File: config.mk
export PLATFORM = sky130hd
export DESIGN_NAME = fifo_page_replacement
export DESIGN_NICKNAME = d
export VERILOG_FILES = /design/src/hdl/fpr_pkg.sv /design/src/hdl/fpr_front.sv /design/src/hdl/fpr_back.sv /design/src/hdl/fifo_page_replacement.sv
export SDC_FILE = /design/constraint.sdc
export NUM_CORES = 1
export LEC_CHECK = 0
export ABC_AREA = 1
export BUFFER_PORTS_ARGS = -buffer_cell sky130_fd_sc_hd__buf_2
export CORE_ASPECT_RATIO = 0.7
export CORE_MARGIN = 2
export CORE_UTILIZATION = 40
export CTS_CLUSTER_SIZE = 40
export DETAILED_ROUTE_END_ITERATION = 10
export PLACE_DENSITY = 0.61
export REMOVE_ABC_BUFFERS = 1
export SYNTH_ARGS = -nofsm -noshare
export SYNTH_HDL_FRONTEND = slang
export SYNTH_SLANG_ARGS = --single-unit
export TNS_END_PERCENT = 20
File: constraint.sdc
create_clock -name clk -period 4.4 [get_ports clk]
set_input_delay 0.44 -clock clk [delete_from_list [all_inputs] [get_ports clk]]
set_output_delay 0.44 -clock clk [all_outputs]
set_load 0.02 [all_outputs]
File: src/hdl/fpr_pkg.sv
package fpr_pkg;

    localparam int unsigned FRAME_COUNT_W   = 5;
    localparam int unsigned SLOT_W          = 4;
    localparam int unsigned FAULT_W         = 16;

    localparam logic [FRAME_COUNT_W-1:0] FRAME_COUNT_RST = 5'd4;
    localparam logic [FAULT_W-1:0]       FAULT_MAX       = 16'hFFFF;

    typedef enum logic [2:0] {
        ST_IDLE = 3'b001,
        ST_CMP  = 3'b010,
        ST_RES  = 3'b100
    } fpr_state_t;

    typedef struct packed {
        logic valid;
        logic full;
    } fpr_queue_status_t;

endpackage

File: src/hdl/fpr_front.sv
module fpr_front #(
    parameter int unsigned PAGE_BITS = 16
) (
    input  logic                          clk,
    input  logic                          rst_n,
    input  logic                          in_valid,
    output logic                          in_ready,
    input  logic [PAGE_BITS-1:0]          page_number,
    output fpr_pkg::fpr_queue_status_t    q_status,
    output logic [PAGE_BITS-1:0]          q_page,
    input  logic                          q_pop
);
    import fpr_pkg::*;

    logic [PAGE_BITS-1:0] queue_mem [2];
    logic [1:0]           count_reg;
    logic [1:0]           count_next;
    logic                 wr_ptr_reg;
    logic                 rd_ptr_reg;
    logic                 push;
    logic                 pop;

    assign q_status.valid = (count_reg != 2'd0);
    assign q_status.full  = (count_reg == 2'd2);
    assign in_ready       = !q_status.full;
    assign push           = in_valid && in_ready;
    assign pop            = q_pop && q_status.valid;
    assign q_page         = queue_mem[rd_ptr_reg];

    always_comb
    begin
        count_next = count_reg;
        if (push && !pop)
        begin
            count_next = count_reg + 2'd1;
        end
        else if (pop && !push)
        begin
            count_next = count_reg - 2'd1;
        end
    end

    always_ff @(posedge clk or negedge rst_n)
    begin
        if (!rst_n)
        begin
            count_reg  <= 2'd0;
            wr_ptr_reg <= 1'b0;
            rd_ptr_reg <= 1'b0;
        end
        else
        begin
            count_reg <= count_next;
            if (push)
            begin
                wr_ptr_reg <= !wr_ptr_reg;
            end
            if (pop)
            begin
                rd_ptr_reg <= !rd_ptr_reg;
            end
        end
    end

    always_ff @(posedge clk)
    begin
        if (push)
        begin
            queue_mem[wr_ptr_reg] <= page_number;
        end
    end

endmodule

File: src/hdl/fpr_back.sv
module fpr_back #(
    parameter int unsigned MAX_FRAMES = 16,
    parameter int unsigned PAGE_BITS  = 16
) (
    input  logic                                clk,
    input  logic                                rst_n,
    input  logic                                cfg_valid,
    output logic                                cfg_ready,
    input  logic [fpr_pkg::FRAME_COUNT_W-1:0]   frame_count,
    input  fpr_pkg::fpr_queue_status_t          q_status,
    input  logic [PAGE_BITS-1:0]                q_page,
    output logic                                q_pop,
    output logic                                out_valid,
    input  logic                                out_ready,
    output logic                                hit,
    output logic [fpr_pkg::SLOT_W-1:0]          frame_slot,
    output logic                                evicted_valid,
    output logic [PAGE_BITS-1:0]                evicted_page,
    output logic [fpr_pkg::FAULT_W-1:0]         fault_total
);
    import fpr_pkg::*;

    localparam int unsigned IDX_W = (MAX_FRAMES > 1) ? $clog2(MAX_FRAMES) : 1;
    localparam int unsigned CNT_W = $clog2(MAX_FRAMES + 1);
    localparam int unsigned N_W   = (CNT_W > FRAME_COUNT_W) ? CNT_W : FRAME_COUNT_W;

    fpr_state_t                 state_reg;
    fpr_state_t                 state_next;
    logic [FRAME_COUNT_W-1:0]   frame_count_reg;
    logic [PAGE_BITS-1:0]       page_reg;
    logic [MAX_FRAMES-1:0]      match_reg;
    logic [MAX_FRAMES-1:0]      match_next;
    logic [PAGE_BITS-1:0]       frame_page_reg [MAX_FRAMES];
    logic [MAX_FRAMES-1:0]      frame_valid_reg;
    logic [CNT_W-1:0]           filled_reg;
    logic [IDX_W-1:0]           oldest_reg;
    logic [FAULT_W-1:0]         fault_reg;
    logic                       out_valid_reg;

    logic                       hit_reg;
    logic [SLOT_W-1:0]          slot_out_reg;
    logic                       ev_valid_reg;
    logic [PAGE_BITS-1:0]       ev_page_reg;

    logic [N_W-1:0]             fc_ext;
    logic [N_W-1:0]             n_wide;
    logic [CNT_W-1:0]           active_n;
    logic                       any_hit;
    logic [IDX_W-1:0]           hit_slot;
    logic [IDX_W-1:0]           wrap_slot;
    logic [CNT_W:0]             wrap_inc;
    logic                       not_full;
    logic [IDX_W-1:0]           slot_sel;
    logic                       ev_sel;
    logic                       retire;
    logic [IDX_W+SLOT_W-1:0]    slot_ext;

    assign cfg_ready = 1'b1;

    assign fc_ext   = N_W'(frame_count_reg);
    assign n_wide   = (fc_ext == '0) ? N_W'(1) :
                      (fc_ext > N_W'(MAX_FRAMES)) ? N_W'(MAX_FRAMES) : fc_ext;
    assign active_n = n_wide[CNT_W-1:0];

    always_comb
    begin
        for (int i = 0; i < MAX_FRAMES; i++)
        begin
            match_next[i] = frame_valid_reg[i] && (frame_page_reg[i] == page_reg)
                            && (CNT_W'(i) < active_n);
        end
    end

    always_comb
    begin
        any_hit  = |match_reg;
        hit_slot = '0;
        for (int i = MAX_FRAMES - 1; i >= 0; i--)
        begin
            if (match_reg[i])
            begin
                hit_slot = IDX_W'(i);
            end
        end
    end

    assign not_full  = (filled_reg < active_n);
    assign wrap_slot = (CNT_W'(oldest_reg) >= active_n) ? '0 : oldest_reg;
    assign wrap_inc  = (CNT_W + 1)'(wrap_slot) + (CNT_W + 1)'(1);
    assign slot_sel  = any_hit  ? hit_slot :
                       not_full ? filled_reg[IDX_W-1:0] : wrap_slot;
    assign ev_sel    = !any_hit && !not_full && frame_valid_reg[wrap_slot];
    assign slot_ext  = (IDX_W + SLOT_W)'(slot_sel);

    assign retire = (state_reg == ST_RES) && (!out_valid_reg || out_ready);
    assign q_pop  = (state_reg == ST_IDLE) && q_status.valid;

    always_comb
    begin
        state_next = state_reg;
        case (state_reg)
            ST_IDLE:
            begin
                if (q_status.valid)
                begin
                    state_next = ST_CMP;
                end
            end
            ST_CMP:
            begin
                state_next = ST_RES;
            end
            ST_RES:
            begin
                if (retire)
                begin
                    state_next = ST_IDLE;
                end
            end
            default:
            begin
                state_next = ST_IDLE;
            end
        endcase
    end

    always_ff @(posedge clk or negedge rst_n)
    begin
        if (!rst_n)
        begin
            state_reg       <= ST_IDLE;
            frame_count_reg <= FRAME_COUNT_RST;
            frame_valid_reg <= '0;
            filled_reg      <= '0;
            oldest_reg      <= '0;
            fault_reg       <= '0;
            out_valid_reg   <= 1'b0;
        end
        else
        begin
            state_reg <= state_next;
            if (cfg_valid && cfg_ready)
            begin
                frame_count_reg <= frame_count;
            end
            if (retire)
            begin
                out_valid_reg <= 1'b1;
                if (!any_hit)
                begin
                    frame_valid_reg[slot_sel] <= 1'b1;
                    if (fault_reg != FAULT_MAX)
                    begin
                        fault_reg <= fault_reg + FAULT_W'(1);
                    end
                    if (not_full)
                    begin
                        filled_reg <= filled_reg + CNT_W'(1);
                    end
                    else
                    begin
                        oldest_reg <= (wrap_inc >= (CNT_W + 1)'(active_n)) ? '0 :
                                      wrap_inc[IDX_W-1:0];
                    end
                end
            end
            else if (out_ready)
            begin
                out_valid_reg <= 1'b0;
            end
        end
    end

    always_ff @(posedge clk)
    begin
        if (q_pop)
        begin
            page_reg <= q_page;
        end
        if (state_reg == ST_CMP)
        begin
            match_reg <= match_next;
        end
        if (retire)
        begin
            hit_reg      <= any_hit;
            slot_out_reg <= slot_ext[SLOT_W-1:0];
            ev_valid_reg <= ev_sel;
            ev_page_reg  <= ev_sel ? frame_page_reg[wrap_slot] : '0;
            if (!any_hit)
            begin
                frame_page_reg[slot_sel] <= page_reg;
            end
        end
    end

    assign fault_total   = fault_reg;
    assign out_valid     = out_valid_reg;
    assign hit           = hit_reg;
    assign frame_slot    = slot_out_reg;
    assign evicted_valid = ev_valid_reg;
    assign evicted_page  = ev_page_reg;

endmodule

File: src/hdl/fifo_page_replacement.sv
// Channel  | Handshake             | Payload
// ---------+-----------------------+--------------------------------------------------
// in       | in_valid / in_ready   | page_number
// out      | out_valid / out_ready | hit, frame_slot, evicted_valid, evicted_page,
//          |                       | fault_total
// cfg      | cfg_valid / cfg_ready | frame_count
//
// Each reference passes through the frame engine in order: dequeue, parallel compare
// against the frame table, then update and result write; the next waits for that loop.
// A two-entry queue ahead of the engine keeps taking transfers while it works, until full.
// Reset clears the valid bits, fill count, oldest pointer and fault count at once.
// A stalled result holds in the output register; the engine waits behind it.
module fifo_page_replacement #(
    parameter int unsigned MAX_FRAMES = 16,
    parameter int unsigned PAGE_BITS  = 16
) (
    input  logic                                clk,
    input  logic                                rst_n,
    input  logic                                cfg_valid,
    output logic                                cfg_ready,
    input  logic [fpr_pkg::FRAME_COUNT_W-1:0]   frame_count,
    input  logic                                in_valid,
    output logic                                in_ready,
    input  logic [PAGE_BITS-1:0]                page_number,
    output logic                                out_valid,
    input  logic                                out_ready,
    output logic                                hit,
    output logic [fpr_pkg::SLOT_W-1:0]          frame_slot,
    output logic                                evicted_valid,
    output logic [PAGE_BITS-1:0]                evicted_page,
    output logic [fpr_pkg::FAULT_W-1:0]         fault_total
);
    import fpr_pkg::*;

    fpr_queue_status_t    q_status;
    logic [PAGE_BITS-1:0] q_page;
    logic                 q_pop;

    fpr_front #(
        .PAGE_BITS (PAGE_BITS)
    ) u_front (
        .clk         (clk),
        .rst_n       (rst_n),
        .in_valid    (in_valid),
        .in_ready    (in_ready),
        .page_number (page_number),
        .q_status    (q_status),
        .q_page      (q_page),
        .q_pop       (q_pop)
    );

    fpr_back #(
        .MAX_FRAMES (MAX_FRAMES),
        .PAGE_BITS  (PAGE_BITS)
    ) u_back (
        .clk           (clk),
        .rst_n         (rst_n),
        .cfg_valid     (cfg_valid),
        .cfg_ready     (cfg_ready),
        .frame_count   (frame_count),
        .q_status      (q_status),
        .q_page        (q_page),
        .q_pop         (q_pop),
        .out_valid     (out_valid),
        .out_ready     (out_ready),
        .hit           (hit),
        .frame_slot    (frame_slot),
        .evicted_valid (evicted_valid),
        .evicted_page  (evicted_page),
        .fault_total   (fault_total)
    );

endmodule
==> flow_summary.ini <==
[routing]
vias_per_cell = 6.02
final_antenna_net_count = 0
drcViolationCount = 0
routed-via-count = 15800
drt_pass1_iterations = 6
drt_first_iter_violations = 2657
detail_route.wl_per_cell_um = 26.1
finalWirelength_mm = 68.5

[worst_setup_path]
crit_reg_reg_startpoint = u_back.fc_ext[2]$_DFFE_PN1P_
worst-r2r-setup-slack_ns = 0.51
critical_path_class = flip-flop to flip-flop
nature_of_the_critical_path_endpoint = flip-flop
logic_depth_of_the_worst_register_to_register_path = 17
kind_of_start_point_of_the_critical_path = flip-flop
critical_path_required_ns = 4.86
critical_path_arrival_ns = 4.35
rr_endpoint = u_back.oldest_reg[0]$_DFFE_PN0P_
path_max_fanout = 119

[min_path]
number_of_cells_on_the_worst_hold_path = 1
hold_start = page_number[15]
holdCritPathClass = primary input to flip-flop
whs_endpoint = u_front.queue_mem[0][15]$_DFFE_PP_

[timing]
headroom_to_the_max_slew_limit_pct = 32.2
finalMaxSlewViolations = 0
worst_clock_skew_ns = 0.0231
hold_slack_ns = 0.0903
timing.final.hold_violations = 0
final.period_utilization_pct = 88.3
maxClockFrequency_ghz = 0.257
worst_tran_pin_value_ns = 0.992
report.final.setup_viol = 0
timing.final.crit_period_ns = 3.89
grt_setup_unrepaired = no

[yosys]
synth.largest_area_cell = edfxtp_1
postSynthCellCount = 1869
synth_async_sr_flop_share_pct = 13.6
synthTopCellsByArea = edfxtp_1 (53%), dfrtp_1 (6.7%), nand2_1 (6.2%)
synthesis.yosys.warnings = 0
synth_enable_flop_cells = 342
synth_top_area_share_pct = 52.7
library_cells_used_by_synthesis = 48
ys_dominant_reg_cell = edfxtp_1
yosysSeqAreaShare_pct = 59.6
syn-mean-instance-area_um2 = 10.4
syn-cell-area_um2 = 19500
seq_cells_post_synth = 396

[power_and_ir_drop]
report.power.total_mw = 12.9
p_per_area_nw_per_um2 = 586
vdd.ir_drop.worst_uv = 524
leakage_power_of_the_design_nw = 8.54

[grt]
met2_usage_pct = 36.5
global_route.usage.total_pct = 27.2
grt_pass1_wl_mm = 101
grt_antenna_before_repair = 5
grt_pass1_vias = 15000
grt_max_degree = 120
globalRouteMet1Util_pct = 41.0
global_route.peak_usage_layer = met1
gr-total-overflow = 0
grtUsageMet3_pct = 9.10

[placement]
postPlaceCellArea_um2 = 20700
io_buffers = 65
gp_congestion = 1.02
inst_count_dp = 2548
hpwl_mm = 47.8

[job]
timing.max_cap.violations = 0

[clock_tree]
ctsLongestPathBuffers = 3
cts_htree_levels = 2
cts_made_buffers = 40
tritoncts_clock_tree = yes
clk_root_buffer_cell = clkbuf_16
clock_insertion_delay_worst_skew_ns = 0.56
cts_setup_buffers = 0
cts_sinks = 396
clk_pin_slew_ns = 0.06
cts_repair_resize_count = 0

[die]
num_io_pins = 67
core_area_um2 = 48000
overall_die_area_um2 = 50600
initial_standard_cell_utilization_of_the_core_pct = 40.6
die-width_um = 268
die_height_um = 189
fp-row-count = 67

[cells_and_area]
drive_gt1_share_pct = 12.9
final_cell_mix = edfxtp_1 (342), nand2_1 (322), inv_1 (207), nor2_1 (116), o211ai_1 (106)
layout.nets = 1979
largest_register_ff_count = 256
num-fill-cells = 4491
area.growth.synth_to_final_pct = 12.8
stdcell_area_um2 = 22000
seq_area_um2 = 11600
finish.utilization_pct = 45.8
final_common_cell = edfxtp_1
area_of_the_multi_input_gates_um2 = 6660
post_layout_nonfiller_instances = 2623

[run_status]
status = completed
kinds of logic (layout without fill, tap and decap cells):
group	Yosys count	in the layout	synth area share [%]
AND/OR/NAND/NOR	632	632	14.3
AO/OA/AOI/OAI	404	404	13.8
flip-flops	396	396	59.6
buffers and inverters	314	411	6.30
XOR/XNOR	89	89	4.00
adder cells (fa/ha/maj)	17	17	1.09
multiplexers	16	16	0.924
other	1	3	0.0192
through the flow:
| stage | setup WS, ns | setup TNS (ns) |
|---|---|---|
| CTS | 0.553 | 0 |
| floorplan | -1.41 | -289.18 |
| global placement | 0.703 | 0 |
| finish | 0.513 | 0 |
| global route | 0.218 | 0 |
| detailed placement | 0.565 | 0 |
worst max-delay path by stage:
stage	slack, ns	cells after the start	start	endpoint
after floorplan	-1.41	16	u_back.oldest_reg[0]$_DFFE_PN0P_	u_back.oldest_reg[0]$_DFFE_PN0P_
final	0.51	17	u_back.fc_ext[2]$_DFFE_PN1P_	u_back.oldest_reg[0]$_DFFE_PN0P_
after global routing	0.22	17	u_back.fc_ext[2]$_DFFE_PN1P_	u_back.oldest_reg[0]$_DFFE_PN0P_
after detailed placement	0.56	17	u_back.fc_ext[2]$_DFFE_PN1P_	u_back.oldest_reg[0]$_DFFE_PN0P_
after CTS	0.55	17	u_back.fc_ext[2]$_DFFE_PN1P_	u_back.oldest_reg[0]$_DFFE_PN0P_
after global placement	0.70	17	u_back.fc_ext[2]$_DFFE_PN1P_	u_back.oldest_reg[0]$_DFFE_PN0P_
layout make-up:
class / count / share of cell area (%)
Tap cell: 655 / 3.73
Clock inverter: 19 / 0.762
Sequential cell: 396 / 52.8
Multi-Input combinational cell: 1159 / 30.3
Timing Repair Buffer: 123 / 3.58
Clock buffer: 53 / 5.10
Antenna cell: 2 / 0.0227
Inverter: 216 / 3.69
layer usage:
metal / up-vias / wire, um
li1: 6815 / -
met2: 1166 / 27000
met5: - / 23
met3: 170 / 9970
met4: 4 / 2180
met1: 7631 / 29300
synth_stat cells (3+ instances only):
cell type    n
o21ai_0     99
nor2_2       4
buf_1       15
o21ai_1      3
o221ai_1     6
nor2_1     116
dfrtp_1     52
nand3_1     86
a211oi_1    10
a22o_1       5
o211ai_1   106
nand2_1    322
clkbuf_1    57
nand4_1     26
xor2_1      70
mux2_2      16
a221oi_1    42
inv_2        5
a2111oi_0    5
o2111ai_1    5
ha_1        17
a21oi_1     40
inv_1      207
nor2_4       4
buf_2       22
edfxtp_1   342
xnor2_1     19
o22ai_1     75
nor3_1      12
or2_2       27
nor4_1      27
clkinv_1     4
worst max-delay path: stages, from the launching register on:
cell	delay (ns)
dfstp_2	0.53
inv_1	0.07
nor2_1	0.23
inv_1	0.17
ha_1	0.36
a21oi_1	0.19
o21a_4	0.18
nand3_4	0.14
nor2_4	0.21
buf_12	0.41
ha_1	0.33
o21ai_0	0.17
nand2_1	0.09
a21oi_1	0.13
o21bai_1	0.08
a21oi_1	0.18
nand2_1	0.12
o22ai_1	0.19
power breakdown:
part / internal, mW / switching, mW / total (mW)
registers: 4.74 / 0.187 / 4.93
logic: 1.15 / 3.36 / 4.51
clock network: 1.93 / 1.52 / 3.45
timing repair:
| action | CTS | global route |
|---|---|---|
| hold buffers | 1 | 0 |
| endpoints found under the setup margin | 0 | 0 |
| hold endpoints to repair | 24 | 0 |
Note: power is estimated with default switching activity, not from simulation.
